## config.mk

```make
export PLATFORM = sky130hd
export DESIGN_NAME = intel_hex_record_encoder
export DESIGN_NICKNAME = d
export VERILOG_FILES = /design/src/rtl/core/ihre_pkg.sv /design/src/rtl/core/intel_hex_record_encoder.sv /design/src/rtl/core/ihre_datapath.sv /design/src/rtl/core/ihre_ctrl.sv
export SDC_FILE = /design/constraint.sdc
export NUM_CORES = 1
export LEC_CHECK = 0
export ABC_CLOCK_PERIOD_IN_PS = 7250
export BUFFER_PORTS_ARGS = -buffer_cell sky130_fd_sc_hd__buf_2
export CELL_PAD_IN_SITES_DETAIL_PLACEMENT = 0
export CELL_PAD_IN_SITES_GLOBAL_PLACEMENT = 1
export CORE_AREA = 2 2 147 149
export CTS_CLUSTER_DIAMETER = 100
export DETAILED_ROUTE_END_ITERATION = 8
export DIE_AREA = 0 0 149 151
export PLACE_DENSITY = 0.83
export SYNTH_ARGS = -nofsm -noshare
export SYNTH_HDL_FRONTEND = slang
export SYNTH_SLANG_ARGS = --single-unit
```

## constraint.sdc

```tcl
create_clock -name clk -period 7.25 [get_ports clk]
set_input_delay 1.0875 -clock clk [delete_from_list [all_inputs] [get_ports clk]]
set_output_delay 1.0875 -clock clk [all_outputs]
set_load 0.05 [all_outputs]
```

## src/rtl/core/ihre_pkg.sv

```systemverilog
package ihre_pkg;

  // fixed field widths
  localparam int ADDR_W    = 16;
  localparam int FILL_W    = 5;
  localparam int CHAR_W    = 8;
  localparam int HDR_BYTES = 4;

  // default record length
  localparam int RECORD_BYTES_DEF = 16;

  localparam logic [CHAR_W-1:0] ASCII_COLON = 8'h3A;
  localparam logic [CHAR_W-1:0] ASCII_LF    = 8'h0A;
  localparam logic [CHAR_W-1:0] ASCII_ZERO  = 8'h30;
  localparam logic [CHAR_W-1:0] ASCII_ALPHA = 8'h37;  // 'A' - 10

  localparam logic [7:0] TYPE_DATA = 8'h00;
  localparam logic [7:0] TYPE_EOF  = 8'h01;

  // request kinds on the input channel (code 3 behaves like ACT_END)
  typedef enum logic [1:0] {
    ACT_PUSH     = 2'd0,
    ACT_PUSH_END = 2'd1,
    ACT_END      = 2'd2
  } action_t;

  typedef enum logic [1:0] {
    CK_COLON,
    CK_HEX,
    CK_LF
  } char_kind_t;

  typedef enum logic [2:0] {
    BS_COUNT,
    BS_ADDR_HI,
    BS_ADDR_LO,
    BS_TYPE,
    BS_DATA,
    BS_SUM
  } byte_sel_t;

  // controller -> datapath
  typedef struct packed {
    logic              push;      // store input byte, bump fill
    logic              emit;      // load output register
    char_kind_t        kind;
    byte_sel_t         bsel;
    logic              nib_hi;
    logic              eof;       // current record is end-of-file
    logic [FILL_W-1:0] rd_idx;
    logic              rec_done;  // data record closed
    logic              eof_done;  // end-of-file record closed
  } cmd_t;

  // datapath -> controller
  typedef struct packed {
    logic              out_free;
    logic              fill_full;
    logic              fill_last;
    logic [FILL_W-1:0] fill;
  } stat_t;

  function automatic logic [CHAR_W-1:0] hex_char(input logic [3:0] nib);
    if (nib < 4'd10) begin
      hex_char = ASCII_ZERO + {4'd0, nib};
    end else begin
      hex_char = ASCII_ALPHA + {4'd0, nib};
    end
  endfunction

endpackage

```

## src/rtl/core/intel_hex_record_encoder.sv

```systemverilog
// Intel HEX record encoder. Bytes arrive on the input stream (tuser selects push,
// push-and-end or end) and ASCII text leaves one character per request on the output
// stream. Every RECORD_BYTES bytes produce a data record ":LLAAAA00<data>CC" plus line
// feed; ending a stream flushes any partial record and then writes ":00000001FF" with a
// line feed flagged by out_tlast, after which the address reloads from the configured
// start address (a configuration write also reloads it). A byte that completes no record
// leaves the input ready for the next byte. The byte that fills a record of n data bytes
// holds the input off through a decision state, 12 + 2n characters at one per cycle from
// the output register while the receiver keeps up, then a second decision state. Ending
// a stream holds the input off through a decision state and the 12 characters of the
// end-of-file record when nothing is buffered; when a record of n bytes is flushed
// first, its whole sequence comes before them. Output back-pressure stalls the single
// output register and so stretches every hold-off. At the default of 16 bytes a full
// record is 44 characters long.
module intel_hex_record_encoder #(
  parameter int RECORD_BYTES = ihre_pkg::RECORD_BYTES_DEF  // 1 .. 27
) (
  input  logic                        clk,
  input  logic                        rst_n,
  input  logic                        cfg_wr_en,
  input  logic [ihre_pkg::ADDR_W-1:0] cfg_wr_data,   // start_address
  input  logic                        in_tvalid,
  output logic                        in_tready,
  input  logic [7:0]                  in_tdata,      // [7:0] data_byte
  input  logic [1:0]                  in_tuser,      // [1:0] action
  output logic                        out_tvalid,
  input  logic                        out_tready,
  output logic [7:0]                  out_tdata,     // [7:0] ascii_char
  output logic [0:0]                  out_tuser,     // [0] line_end
  output logic                        out_tlast      // stream_end
);
  import ihre_pkg::*;

  cmd_t  cmd;
  stat_t stat;

  ihre_ctrl u_ctrl (
    .clk       (clk),
    .rst_n     (rst_n),
    .in_tvalid (in_tvalid),
    .in_tready (in_tready),
    .in_action (in_tuser),
    .stat      (stat),
    .cmd       (cmd)
  );

  ihre_datapath #(
    .RECORD_BYTES (RECORD_BYTES)
  ) u_datapath (
    .clk            (clk),
    .rst_n          (rst_n),
    .cfg_wr_en      (cfg_wr_en),
    .cfg_wr_data    (cfg_wr_data),
    .in_byte        (in_tdata),
    .cmd            (cmd),
    .stat           (stat),
    .out_tvalid     (out_tvalid),
    .out_tready     (out_tready),
    .out_char       (out_tdata),
    .out_line_end   (out_tuser[0]),
    .out_stream_end (out_tlast)
  );

endmodule

```

## src/rtl/core/ihre_datapath.sv

```systemverilog
module ihre_datapath #(
  parameter int RECORD_BYTES = ihre_pkg::RECORD_BYTES_DEF
) (
  input  logic                        clk,
  input  logic                        rst_n,
  input  logic                        cfg_wr_en,
  input  logic [ihre_pkg::ADDR_W-1:0] cfg_wr_data,
  input  logic [7:0]                  in_byte,
  input  ihre_pkg::cmd_t              cmd,
  output ihre_pkg::stat_t             stat,
  output logic                        out_tvalid,
  input  logic                        out_tready,
  output logic [ihre_pkg::CHAR_W-1:0] out_char,
  output logic                        out_line_end,
  output logic                        out_stream_end
);
  import ihre_pkg::*;

  localparam int IDX_W = (RECORD_BYTES > 1) ? $clog2(RECORD_BYTES) : 1;

  logic [7:0]        rec_buf_r [RECORD_BYTES];
  logic [FILL_W-1:0] fill_r, fill_nxt;
  logic [ADDR_W-1:0] start_r, start_nxt;
  logic [ADDR_W-1:0] addr_r, addr_nxt;
  logic [7:0]        sum_r, sum_nxt;
  logic              ovalid_r, ovalid_nxt;
  logic [CHAR_W-1:0] ochar_r, ochar_nxt;
  logic              oline_r, oline_nxt;
  logic              oeof_r, oeof_nxt;
  logic [7:0]        cur_byte;
  logic [3:0]        cur_nib;
  logic              out_free;

  assign out_free = !ovalid_r || out_tready;

  // byte under conversion
  always_comb begin
    case (cmd.bsel)
      BS_COUNT:   cur_byte = cmd.eof ? 8'd0 : {{(8-FILL_W){1'b0}}, fill_r};
      BS_ADDR_HI: cur_byte = cmd.eof ? 8'd0 : addr_r[15:8];
      BS_ADDR_LO: cur_byte = cmd.eof ? 8'd0 : addr_r[7:0];
      BS_TYPE:    cur_byte = cmd.eof ? TYPE_EOF : TYPE_DATA;
      BS_DATA:    cur_byte = rec_buf_r[cmd.rd_idx[IDX_W-1:0]];
      BS_SUM:     cur_byte = 8'd0 - sum_r;
      default:    cur_byte = 8'd0;
    endcase
    cur_nib = cmd.nib_hi ? cur_byte[7:4] : cur_byte[3:0];
  end

  // fill, address, checksum, output register
  always_comb begin
    fill_nxt   = fill_r;
    start_nxt  = start_r;
    addr_nxt   = addr_r;
    sum_nxt    = sum_r;
    ovalid_nxt = ovalid_r;
    ochar_nxt  = ochar_r;
    oline_nxt  = oline_r;
    oeof_nxt   = oeof_r;

    if (cfg_wr_en) begin
      start_nxt = cfg_wr_data;
      addr_nxt  = cfg_wr_data;
    end
    if (cmd.push) begin
      fill_nxt = fill_r + FILL_W'(1);
    end
    if (cmd.rec_done) begin
      fill_nxt = '0;
      addr_nxt = addr_r + {{(ADDR_W-FILL_W){1'b0}}, fill_r};
    end
    if (cmd.eof_done) begin
      fill_nxt = '0;
      addr_nxt = start_r;
    end

    if (out_tready) begin
      ovalid_nxt = 1'b0;
    end
    if (cmd.emit) begin
      ovalid_nxt = 1'b1;
      oline_nxt  = 1'b0;
      oeof_nxt   = 1'b0;
      case (cmd.kind)
        CK_COLON: begin
          ochar_nxt = ASCII_COLON;
          sum_nxt   = 8'd0;
        end
        CK_HEX: begin
          ochar_nxt = hex_char(cur_nib);
          if (!cmd.nib_hi && cmd.bsel != BS_SUM) begin
            sum_nxt = sum_r + cur_byte;
          end
        end
        CK_LF: begin
          ochar_nxt = ASCII_LF;
          oline_nxt = 1'b1;
          oeof_nxt  = cmd.eof;
        end
        default: ochar_nxt = ASCII_LF;
      endcase
    end
  end

  always_ff @(posedge clk) begin
    if (!rst_n) begin
      fill_r   <= '0;
      start_r  <= '0;
      addr_r   <= '0;
      ovalid_r <= 1'b0;
    end else begin
      fill_r   <= fill_nxt;
      start_r  <= start_nxt;
      addr_r   <= addr_nxt;
      ovalid_r <= ovalid_nxt;
    end
    sum_r   <= sum_nxt;
    ochar_r <= ochar_nxt;
    oline_r <= oline_nxt;
    oeof_r  <= oeof_nxt;
    if (cmd.push) begin
      rec_buf_r[fill_r[IDX_W-1:0]] <= in_byte;
    end
  end

  assign stat.out_free  = out_free;
  assign stat.fill_full = (fill_r == FILL_W'(RECORD_BYTES));
  assign stat.fill_last = (fill_r == FILL_W'(RECORD_BYTES - 1));
  assign stat.fill      = fill_r;

  assign out_tvalid     = ovalid_r;
  assign out_char       = ochar_r;
  assign out_line_end   = oline_r;
  assign out_stream_end = oeof_r;

endmodule

```

## src/rtl/core/ihre_ctrl.sv

```systemverilog
module ihre_ctrl (
  input  logic            clk,
  input  logic            rst_n,
  input  logic            in_tvalid,
  output logic            in_tready,
  input  logic [1:0]      in_action,
  input  ihre_pkg::stat_t stat,
  output ihre_pkg::cmd_t  cmd
);
  import ihre_pkg::*;

  typedef enum logic [2:0] {
    ST_IDLE,
    ST_DECIDE,
    ST_COLON,
    ST_BODY,
    ST_LF
  } state_t;

  state_t            state_r;
  logic              tail_r;   // stream ends after this request
  logic              eof_r;
  logic              nib_hi_r;
  logic [FILL_W-1:0] pos_r;    // byte position inside the record
  logic              accept;
  logic              push;
  logic              tail;
  logic [FILL_W-1:0] data_end;
  byte_sel_t         bsel;

  assign in_tready = (state_r == ST_IDLE);
  assign accept    = in_tvalid && in_tready;
  assign push      = (action_t'(in_action) == ACT_PUSH) ||
                     (action_t'(in_action) == ACT_PUSH_END);
  assign tail      = (action_t'(in_action) != ACT_PUSH);

  // position of the checksum byte
  assign data_end = FILL_W'(HDR_BYTES) + (eof_r ? FILL_W'(0) : stat.fill);

  always_comb begin
    case (pos_r)
      FILL_W'(0): bsel = BS_COUNT;
      FILL_W'(1): bsel = BS_ADDR_HI;
      FILL_W'(2): bsel = BS_ADDR_LO;
      FILL_W'(3): bsel = BS_TYPE;
      default:    bsel = (pos_r < data_end) ? BS_DATA : BS_SUM;
    endcase
  end

  // commands
  always_comb begin
    cmd          = '0;
    cmd.kind     = CK_HEX;
    cmd.bsel     = bsel;
    cmd.nib_hi   = nib_hi_r;
    cmd.eof      = eof_r;
    cmd.rd_idx   = pos_r - FILL_W'(HDR_BYTES);
    cmd.push     = accept && push;
    case (state_r)
      ST_COLON: begin
        cmd.kind = CK_COLON;
        cmd.emit = stat.out_free;
      end
      ST_BODY: cmd.emit = stat.out_free;
      ST_LF: begin
        cmd.kind     = CK_LF;
        cmd.emit     = stat.out_free;
        cmd.rec_done = stat.out_free && !eof_r;
        cmd.eof_done = stat.out_free && eof_r;
      end
      default: ;
    endcase
  end

  // sequencer
  always_ff @(posedge clk) begin
    if (!rst_n) begin
      state_r  <= ST_IDLE;
      tail_r   <= 1'b0;
      eof_r    <= 1'b0;
      nib_hi_r <= 1'b1;
      pos_r    <= '0;
    end else begin
      case (state_r)
        ST_IDLE: begin
          if (accept) begin
            tail_r <= tail;
            if (tail || stat.fill_last) begin
              state_r <= ST_DECIDE;
            end
          end
        end
        ST_DECIDE: begin
          if (stat.fill_full || (tail_r && stat.fill != '0)) begin
            eof_r   <= 1'b0;
            state_r <= ST_COLON;
          end else if (tail_r) begin
            eof_r   <= 1'b1;
            state_r <= ST_COLON;
          end else begin
            state_r <= ST_IDLE;
          end
        end
        ST_COLON: begin
          if (stat.out_free) begin
            pos_r    <= '0;
            nib_hi_r <= 1'b1;
            state_r  <= ST_BODY;
          end
        end
        ST_BODY: begin
          if (stat.out_free) begin
            if (nib_hi_r) begin
              nib_hi_r <= 1'b0;
            end else begin
              nib_hi_r <= 1'b1;
              pos_r    <= pos_r + FILL_W'(1);
              if (bsel == BS_SUM) begin
                state_r <= ST_LF;
              end
            end
          end
        end
        ST_LF: begin
          if (stat.out_free) begin
            if (eof_r) begin
              tail_r  <= 1'b0;
              state_r <= ST_IDLE;
            end else begin
              state_r <= ST_DECIDE;
            end
          end
        end
        default: state_r <= ST_IDLE;
      endcase
    end
  end

endmodule

```

==> results of run 1 <==
-- metal layers --
layer / share of wire / vias to the layer above
met3: 0.053 / 33
met1: 0.43 / 2977
met4: 0.022 / 0
li1: - / 2946
met2: 0.50 / 206
met5: 0 / -
-- sequential cells by signal, indices dropped and copies added (netlist names) --
signal / cells
u_ctrl.pos_r: 5
u_datapath.fill_r: 5
u_datapath.out_char: 7
u_datapath.out_stream_end: 1
u_ctrl.eof_r: 1
u_datapath.out_tvalid: 1
u_ctrl.nib_hi_r: 1
u_datapath.sum_r: 8
u_ctrl.tail_r: 1
u_datapath.out_line_end: 1
u_datapath.addr_r: 16
u_ctrl.state_r: 3
u_datapath.start_r: 16
u_datapath.rec_buf_r: 128
-- worst register-to-register path: stages, from the launching register on --
cell and delay, ps:
sky130_fd_sc_hd__dfxtp_1 960, sky130_fd_sc_hd__nor2b_2 200, sky130_fd_sc_hd__ha_1 250, sky130_fd_sc_hd__xnor2_1 120, sky130_fd_sc_hd__ha_1 310, sky130_fd_sc_hd__a211o_1 300, sky130_fd_sc_hd__a221oi_1 230, sky130_fd_sc_hd__a211oi_1 80
sky130_fd_sc_hd__buf_4 200, sky130_fd_sc_hd__a22oi_1 190, sky130_fd_sc_hd__nand2_1 80, sky130_fd_sc_hd__nor2_1 190, sky130_fd_sc_hd__inv_1 70, sky130_fd_sc_hd__ha_1 260, sky130_fd_sc_hd__a21o_1 170, sky130_fd_sc_hd__a21oi_1 230
sky130_fd_sc_hd__o21bai_1 100, sky130_fd_sc_hd__a21oi_1 240, sky130_fd_sc_hd__o21bai_1 100, sky130_fd_sc_hd__a21oi_1 180, sky130_fd_sc_hd__xnor2_1 130, sky130_fd_sc_hd__nor2_1 50
-- area by class of cell --
type / instances / area [sq um] / area share
clock buffer: 17 / 425.4 / 0.04036
clock inverter: 15 / 220.2 / 0.02089
inverter: 35 / 131.4 / 0.01246
multi-input combinational: 499 / 3834 / 0.3637
sequential: 194 / 5336 / 0.5062
tap: 275 / 344.1 / 0.03264
timing repair buffer: 47 / 250.2 / 0.02374
-- worst min path at each step --
stage | startpoint | end | cells after the start
final | u_datapath.start_r[1] | u_datapath.start_r[1] | 2
after global routing | u_datapath.start_r[1] | u_datapath.start_r[1] | 2
after CTS | u_datapath.start_r[1] | u_datapath.start_r[1] | 2
after detailed placement | u_datapath.start_r[1] | u_datapath.start_r[1] | 2
after global placement | u_datapath.start_r[1] | u_datapath.start_r[1] | 2
after floorplan | u_datapath.start_r[1] | u_datapath.start_r[1] | 2
-- cell usage after synthesis, types with 5 or more instances --
library cell               number  area [sq um]
sky130_fd_sc_hd__edfxtp_1     145          4354
sky130_fd_sc_hd__nor2_1        60         225.2
sky130_fd_sc_hd__dfxtp_1       49         980.9
sky130_fd_sc_hd__a21oi_1       46         230.2
sky130_fd_sc_hd__nand2_1       43         161.4
sky130_fd_sc_hd__o21ai_0       37         185.2
sky130_fd_sc_hd__inv_1         35         131.4
sky130_fd_sc_hd__mux4_2        30         675.7
sky130_fd_sc_hd__ha_1          29         362.9
sky130_fd_sc_hd__mux2i_1       28         280.3
sky130_fd_sc_hd__nor2b_1       27         168.9
sky130_fd_sc_hd__clkbuf_1      26         97.59
sky130_fd_sc_hd__a31oi_1       18         112.6
sky130_fd_sc_hd__nand3_1       16         80.08
sky130_fd_sc_hd__nor3_1        13         65.06
sky130_fd_sc_hd__xnor2_1       13         113.9
sky130_fd_sc_hd__and3_1         9         56.30
sky130_fd_sc_hd__xor2_1         9         78.83
sky130_fd_sc_hd__nand2b_1       8         50.05
sky130_fd_sc_hd__a22oi_1        7         52.55
sky130_fd_sc_hd__and2_1         7         43.79
sky130_fd_sc_hd__o22ai_1        7         43.79
sky130_fd_sc_hd__o211ai_1       6         45.04
sky130_fd_sc_hd__mux2_2         5         56.30
-- power by group through the flow --
stage	registers, mW	logic (mW)	clock network [mW]
2_1_floorplan	1.26	0.106	0
3_3_place_gp	1.27	0.147	0
6_report	1.24	0.149	1.00
4_1_cts	1.24	0.150	1.02
5_1_grt	1.24	0.168	1.06
3_5_place_dp	1.27	0.150	0
-- cells by family (layout without fill, tap and decap cells) --
logic type,Yosys count,after routing,synth area share
buffers and inverters,72,114,0.03163
AO/OA/AOI/OAI,175,175,0.1247
adder cells (fa/ha/maj),31,31,0.04262
other,1,1,0.0003967
AND/OR/NAND/NOR,207,207,0.1088
flip-flops,194,194,0.5644
multiplexers,63,63,0.1071
XOR/XNOR,22,22,0.02038
==> results.md, run 1 <==
- The via count is between 6000 and 7000.
- The share of total power dissipated in the clock network is 0.419.
- The critical path ends at u_datapath.sum_r[7].
- The length in cells of the worst reg-to-reg path is 21.
- In the global route stage, overall resource usage came out at 0.1964.
- The cell sitting at the root of the clock tree is a sky130_fd_sc_hd__clkbuf_16.
- The net count of the mapped netlist is 827.
- From bottom edge to top edge, the die measures 151 um.
- The family with the most delay on the worst path is compound AO/OA/AOI/OAI gates.
- The internal portion of the total power is 1.782 mW.
- 43 I/O pins were placed.
- Once detail routing completed, the nets flagged for antenna violations numbered 0.
- The number of hold buffers added after CTS was 0.
- The worst register-to-register path ends at u_datapath.sum_r[7].
- Power spread over the standard cell area amounts to around 230 nW/um^2.
- The number of non-filler instances in the completed layout is 1082.
- Across the VDD grid, the largest voltage drop is around 0.26 mV.
- For the worst setup path, the data arrival time is 5070 ps.
- The cell area after technology mapping is 9453 sq um.
- The number of storage elements in the synthesis netlist is 194.
- The cell area after placement is 9896 sq um.
- The most critical setup path has its startpoint at u_ctrl.eof_r.
- The number of inserted diodes is 0.
- The layer flagged by global routing as most heavily used is met2.
- By startpoint and endpoint, the worst setup path is classified as reg2reg.
- The critical path goes through nor2b_2 -> ha_1 -> xnor2_1 -> ha_1 -> a211o_1 -> a221oi_1 -> a211oi_1 -> buf_4 -> a22oi_1 -> nand2_1 -> nor2_1 -> inv_1 -> ha_1 -> a21o_1 -> a21oi_1 -> o21bai_1 -> a21oi_1 -> o21bai_1 -> a21oi_1 -> xnor2_1 -> nor2_1.
- STA classifies the critical path endpoint as a flip-flop.
- The count of unresolved DRC violations after routing is 0.
- The flow ran to the end, and the final reports show no timing, DRC or antenna violations.
- In the layout the commonest cells are sky130_fd_sc_hd__edfxtp_1 (145), sky130_fd_sc_hd__nor2_1 (60), sky130_fd_sc_hd__dfxtp_1 (48), sky130_fd_sc_hd__a21oi_1 (46), sky130_fd_sc_hd__nand2_1 (43).
- The maximum cell stage delay along the critical path is 960 ps.
- The final sum of negative setup slack is 0 ps.
- Synthesis instantiated a little over 70 different standard cells from the library.
- The effective utilization at floorplan is 0.4540.
- The class of the tightest hold or removal check is reg2reg.
- The switching component of the power is ~610 uW.
- The area growth from synthesis to layout is 11.52%.
- The fraction of final layout cells sized beyond drive strength 1 is 0.1623.
- After floorplanning, the core was divided into 53 placement rows.
- The share of the core filled with cells is 0.5062.
- Setup repair after global routing left no endpoint under its margin.
- The clock passes through at most 2 buffers.
- Clock skew on the completed layout was measured at 9.486 ps.
- The x dimension of the die is 149 um.
- The most frequently used flop master after synthesis is sky130_fd_sc_hd__edfxtp_1.
- The total power after layout is 2.394 mW.
- The routed wirelength normalized by instance count is 19.54 um.
- The analysis attributes to cell leakage a power of between 3 and 4 nW.
- The H-tree generated during clock tree synthesis spans 4 levels.
- The number of clock buffers inserted by TritonCTS is 17.
- The average footprint of a synthesized cell is 12.36 sq um.
- TritonCTS built the clock tree.
- The number of global-route vias before repair was 6011.
- For this run, the register share of the synthesized area comes to 0.5644.
- At the pin with the least slew margin, the transition time is 1063 ps.
- The worst register-to-register path has a setup slack of 2360 ps.
- The start of the worst register-to-register path is u_ctrl.eof_r.
- The die covers 22500 sq um.
- Once routing completed, OpenROAD measured the worst setup slack at roughly 2400 ps.
- The worst setup path is launched from a flip-flop.
- The first detailed-routing pass took 6 iterations.
- The total of cells resized after clock tree synthesis is 0.
- Yosys printed 0 warnings.
- In this run the tool buffered the top-level ports with 41 buffer cells.
- The total grt overflow is 0.
- The required time of the critical path is between 7000 and 8000 ps.
- The global-route wire length before repair is 33380 um.
- The final-report hold violation count is 0.
- The per-cell via count in the routed design is 5.695.
- The initial antenna violation count is 0.
- The clock reaches the later pin of the worst-skew pair after approximately 440 ps.
- Yosys mapped a number of flops with a built-in enable equal to 145.
- The register clock-pin slew on the reported worst setup and hold paths is ~80 ps.
- At the end of routability-driven placement, the weighted congestion stood at 0.9198.
- Measured against its own limit, the worst slew margin works out to 0.2885.
- The number of placed instances with taps included is ~1100.
- Based on the critical path, the design can be clocked at up to between 200 and 250 MHz.
- For this run, global-route usage on met1 was measured as 0.2593.
- Of all nets on the critical path, the largest fanout is 25.
- The clock sink count is between 150 and 200.
- The proportion of register bits with asynchronous set or reset after synthesis is 0.
- The number of instances in the synthesized netlist is about 770.
- The part of the total power dissipated in combinational logic is 0.062.
- The critical path contains buffers and inverters numbering 2 combined.
- The count of final max-slew check failures is 0.
- The half-perimeter wire length after placement is 14270 um.
- Counting buffers and inverters, the worst setup path is 21 cells deep.
- In the finished design, the share of the clock period the worst path needs comes to 0.6741.
- On the critical path, the stage with the largest delay is an instance of sky130_fd_sc_hd__dfxtp_1.
- Final hold analysis gives a worst-case slack of between 400 and 500 ps.
- For met2 alone, demand over resource in global routing was 0.3302.
- The first routing iteration left 587 violations.
- The library cell used most frequently in the layout, excluding fill and tap cells, is sky130_fd_sc_hd__edfxtp_1.
- The pin count of the biggest net entering global routing is 45.
- After clock tree synthesis, the setup repair step added 0 buffers.
- The sequential share of power is 0.518.
- Wires add up to 21140 um.
- The count of maximum capacitance violations is 0.
- Of the total power, the share spent switching nets is 0.2558.
- The final cell area excluding filler cells is 10540 sq um.
- After floorplanning, the core was sized to cover ~21000 sq um.
- The layout filler cell count is 1780.
- The met3 routing resource usage after global routing is 0.03765.
- After layout, the minimum clock period comes to 4887 ps.
- The worst slack after detailed placement is 2379 ps.
- Setup violations remaining at the end of the flow were counted as 0.
- The net count of the finished layout is 856.
Power figures use the tool's default switching activity.
==> inputs of run 2 (changes only) <==
--- a/config.mk
+++ b/config.mk
@@ -5,7 +5,7 @@
 export SDC_FILE = /design/constraint.sdc
 export NUM_CORES = 1
 export LEC_CHECK = 0
-export ABC_CLOCK_PERIOD_IN_PS = 7250
+export ABC_CLOCK_PERIOD_IN_PS = 4000
 export BUFFER_PORTS_ARGS = -buffer_cell sky130_fd_sc_hd__buf_2
 export CELL_PAD_IN_SITES_DETAIL_PLACEMENT = 0
 export CELL_PAD_IN_SITES_GLOBAL_PLACEMENT = 1
@@ -13,7 +13,7 @@
 export CTS_CLUSTER_DIAMETER = 100
 export DETAILED_ROUTE_END_ITERATION = 8
 export DIE_AREA = 0 0 149 151
-export PLACE_DENSITY = 0.83
+export PLACE_DENSITY = 0.86
 export SYNTH_ARGS = -nofsm -noshare
 export SYNTH_HDL_FRONTEND = slang
 export SYNTH_SLANG_ARGS = --single-unit
==> constraint.sdc (replaced) <==
create_clock -name clk -period 4 [get_ports clk]
set_input_delay 0.6 -clock clk [delete_from_list [all_inputs] [get_ports clk]]
set_output_delay 0.6 -clock clk [all_outputs]
set_load 0.05 [all_outputs]
==> run 2 against run 1 <==
Clock power up 87%. Combinational power up 100%. Core utilization up 1.7 points. Fmax up 25%. Die area unchanged. Via count up 2.5%. Power up 84%. Worst hold slack worse by 56 ps. Global-route usage up 0.075 points. Sequential power up 80%. Worst setup slack worse by 2300 ps. Critical endpoint unchanged. Largest cell class unchanged.
==> results.md, run 2 (synthesis results as in run 1) <==
- The effective utilization at floorplan came to 0.4540 (unchanged).
- The CTS root buffer is sky130_fd_sc_hd__clkbuf_16.
- The flow ran to the end, and the final reports show no timing, DRC or antenna violations.
- The time the final worst path needs with I/O delays and setup is 3905 ps (-982.5 ps).
- The fraction of final layout cells sized beyond drive strength 1 is 0.2105 (+0.04813).
- The half-perimeter wire length after placement was 14630 um (+2.5%).
- Signal routing reaches up to met5.
- The height of the die is 151 um (unchanged).
- The library cells used most frequently in the layout, excluding fill and tap cells, are sky130_fd_sc_hd__edfxtp_1 (145), sky130_fd_sc_hd__nor2_1 (59), sky130_fd_sc_hd__dfxtp_1 (46), sky130_fd_sc_hd__nand2_1 (43), sky130_fd_sc_hd__buf_2 (41).
- The die footprint is 22500 sq um (unchanged).
- The core area was 20820 sq um (unchanged).
- Relative to the synthesized area, the layout overhead comes to 15.30%.
- The number of I/O port buffers was 41 (unchanged).
- The routed metal-1 wirelength was 9203 um (+1.6%).
- The worst hold path belongs to the class in2reg.
- The launch point of the critical path is u_ctrl.eof_r.
- The count of boundary I/O pins is 43 (unchanged).
- The post-detailed-route count of antenna-violating nets is 0 (unchanged).
- The number of DRC violations after detailed-routing iteration 0 is 447 (-24%).
- The placer's final routability congestion estimate is 0.8759 (-4.8%).
- The critical path arrival is 4100 ps (-970 ps).
- The number of inserted diodes was 0 (unchanged).
- The hold-fix buffer count after cts is 0 (unchanged).
- The endpoint identified for the worst register-to-register timing path is u_datapath.sum_r[7].
- The layout filler cell count is 1776 (-0.22%).
- The number of setup violations in the final report came to 0 (unchanged).
- The x dimension of the die is 149 um (unchanged).
- The per-cell via count in the routed design is 5.660 (-0.61%).
- The critical path ends at u_datapath.sum_r[7].
- The start of the worst register-to-register path is u_ctrl.eof_r.
- The number of nets in the finished design is 890 (+4.0%).
- The power per cell area came to 404.1 nW/um^2 (+78%).
- The clock insertion delay at the later pin of the skew report is 460 ps (+20 ps).
- The count of unresolved DRC violations after routing is 0 (unchanged).
- The detailed-route wire length was 21300 um (+0.75%).
- The transition at the pin with the smallest max-transition slack is 964.7 ps (-98.54 ps).
- The detailed route wirelength on metal3 is 1211 um (+8.3%).
- The flip-flop count of the largest register after layout is 128 (unchanged).
- The final sum of negative setup slack is 0 ps (unchanged).
- The via count was 6317 (+2.5%).
- The final setup skew is 22.81 ps (+13.32 ps).
- The worst setup path is launched from a flip-flop.
- The total grt overflow is 0 (unchanged).
- The global-route wire length before repair is 33340 um (-0.10%).
- The number of clock buffers inserted by TritonCTS is 17 (unchanged).
- The number of global-route vias before repair is 6049 (+0.63%).
- The number of standard-cell rows in the floorplan is 53 (unchanged).
- The achievable frequency is 256.1 MHz (+25%).
- The amount of wire on met2 after detailed routing is 10290 um (-2.0%).
- The count of final max-slew check failures is 0 (unchanged).
- TritonCTS built the clock tree.
- The final cycle utilization of the critical path came to 0.9762 (+0.3021).
- The static leakage power is 3.988 nW (+5.1%).
- The total power after layout is 4.405 mW (+84%).
- The routed wirelength normalized by instance count is 19.09 um (-2.3%).
- The count of maximum capacitance violations is 0 (unchanged).
- The count of TritonRoute iterations in the first routing pass was 7 (+1).
- The required time of the critical path is 4200 ps (-3230 ps).
- The maximum root-to-sink buffer count is 2 (unchanged).
- The length in cells of the worst reg-to-reg path is 18 (-14%).
- The pin count of the biggest net entering global routing was 45 (unchanged).
- The most common cell after layout, fill and taps aside is sky130_fd_sc_hd__edfxtp_1.
- The highest fanout seen on the critical path is 6 (-76%).
- The final-report hold violation count is 0 (unchanged).
- The initial antenna violation count is 1 (+1).
- The maximum resistive drop on vdd was 0.3604 mV (+37%).
- The relative slew slack was 0.3545 (+0.06594).
- The capturing element type of the critical path is a flip-flop.
- The clock sink count is 194 (unchanged).
- The register clock-pin slew on the reported worst setup and hold paths is 80 ps (about the same).
- The kind of critical path is reg2reg.
- The overall global routing resource usage is 0.1972 (+0.0007490).
- The slack of the worst reg-to-reg path is 100 ps (-2270 ps).
- The deepest level of the CTS H-tree is 4 (unchanged).
run 2: worst max-delay path: stages (launching register included):
cell and delay, ps:
sky130_fd_sc_hd__dfxtp_4 370, sky130_fd_sc_hd__nor2b_4 150, sky130_fd_sc_hd__ha_1 180, sky130_fd_sc_hd__xnor2_1 70
sky130_fd_sc_hd__ha_1 330, sky130_fd_sc_hd__a211o_1 300, sky130_fd_sc_hd__a221oi_1 280, sky130_fd_sc_hd__a211oi_1 100
sky130_fd_sc_hd__buf_4 180, sky130_fd_sc_hd__buf_4 140, sky130_fd_sc_hd__a22o_1 170, sky130_fd_sc_hd__a21o_1 170
sky130_fd_sc_hd__or2_2 300, sky130_fd_sc_hd__ha_1 330, sky130_fd_sc_hd__a21oi_2 170, sky130_fd_sc_hd__o21bai_1 90
sky130_fd_sc_hd__a21oi_2 130, sky130_fd_sc_hd__xnor2_1 120, sky130_fd_sc_hd__nor2_1 50
run 2: power by group:
group          internal, mW  leakage [nW]  switching, mW  total, mW
Combinational         0.114          1.95          0.187      0.301
Sequential             2.20          1.71         0.0365       2.23
Clock                 0.912         0.321          0.958       1.87
Total                  3.22          3.99           1.18       4.40
run 2: how the worst min path moves through the flow:
stage / startpoint / endpoint / slack [ps] / cells after the start
floorplan: u_datapath.start_r[1] / u_datapath.start_r[1] / 460 / 2
global placement: u_datapath.start_r[1] / u_datapath.start_r[1] / 470 / 2
detailed placement: u_datapath.start_r[1] / u_datapath.start_r[1] / 480 / 2
CTS: cfg_wr_data[12] / u_datapath.start_r[12] / 420 / 3
global route: cfg_wr_data[9] / u_datapath.start_r[9] / 430 / 3
finish: cfg_wr_data[5] / u_datapath.start_r[5] / 430 / 3
run 2: what timing repair did:
action / 4_1_cts / 5_1_grt
setup endpoints to repair: 1 / 4
resized for setup: 1 / 15
setup buffers: 0 / 7
pin swaps: 0 / 8
endpoints found under the hold margin: 0 / 0
run 2: through the flow:
step / hold WS, ps / util / setup WS (ps) / instance area, sq um / std cells
after floorplan: 457.1 / - / 1.573 / 9483 / 765
after global placement: 471.3 / 0.4862 / 66.49 / 10120 / 1077
after detailed placement: 477.1 / 0.4862 / -0.8575 / 10120 / 1077
after CTS: 415.9 / 0.5183 / 30.06 / 10790 / 1109
after global routing: 431.9 / 0.5234 / -102.8 / 10900 / 1116
final: 430.1 / 0.5234 / 95.18 / 10900 / 1116
run 2: final cells by class:
cell class	instances	area (sq um)	share of cell area
Clock buffer	17	425.4	0.03903
Timing Repair Buffer	81	534.3	0.04902
Clock inverter	15	237.7	0.02181
Inverter	35	131.4	0.01205
Multi-Input combinational cell	499	3882	0.3562
Tap cell	275	344.1	0.03157
Sequential cell	194	5344	0.4903
run 2: layer usage:
layer  vias to the layer above  global-route usage
met5                         -                   0
met2                       183              0.3270
met4                         2             0.07143
met1                      3075              0.2564
met3                        36             0.04337
li1                       3021                   -
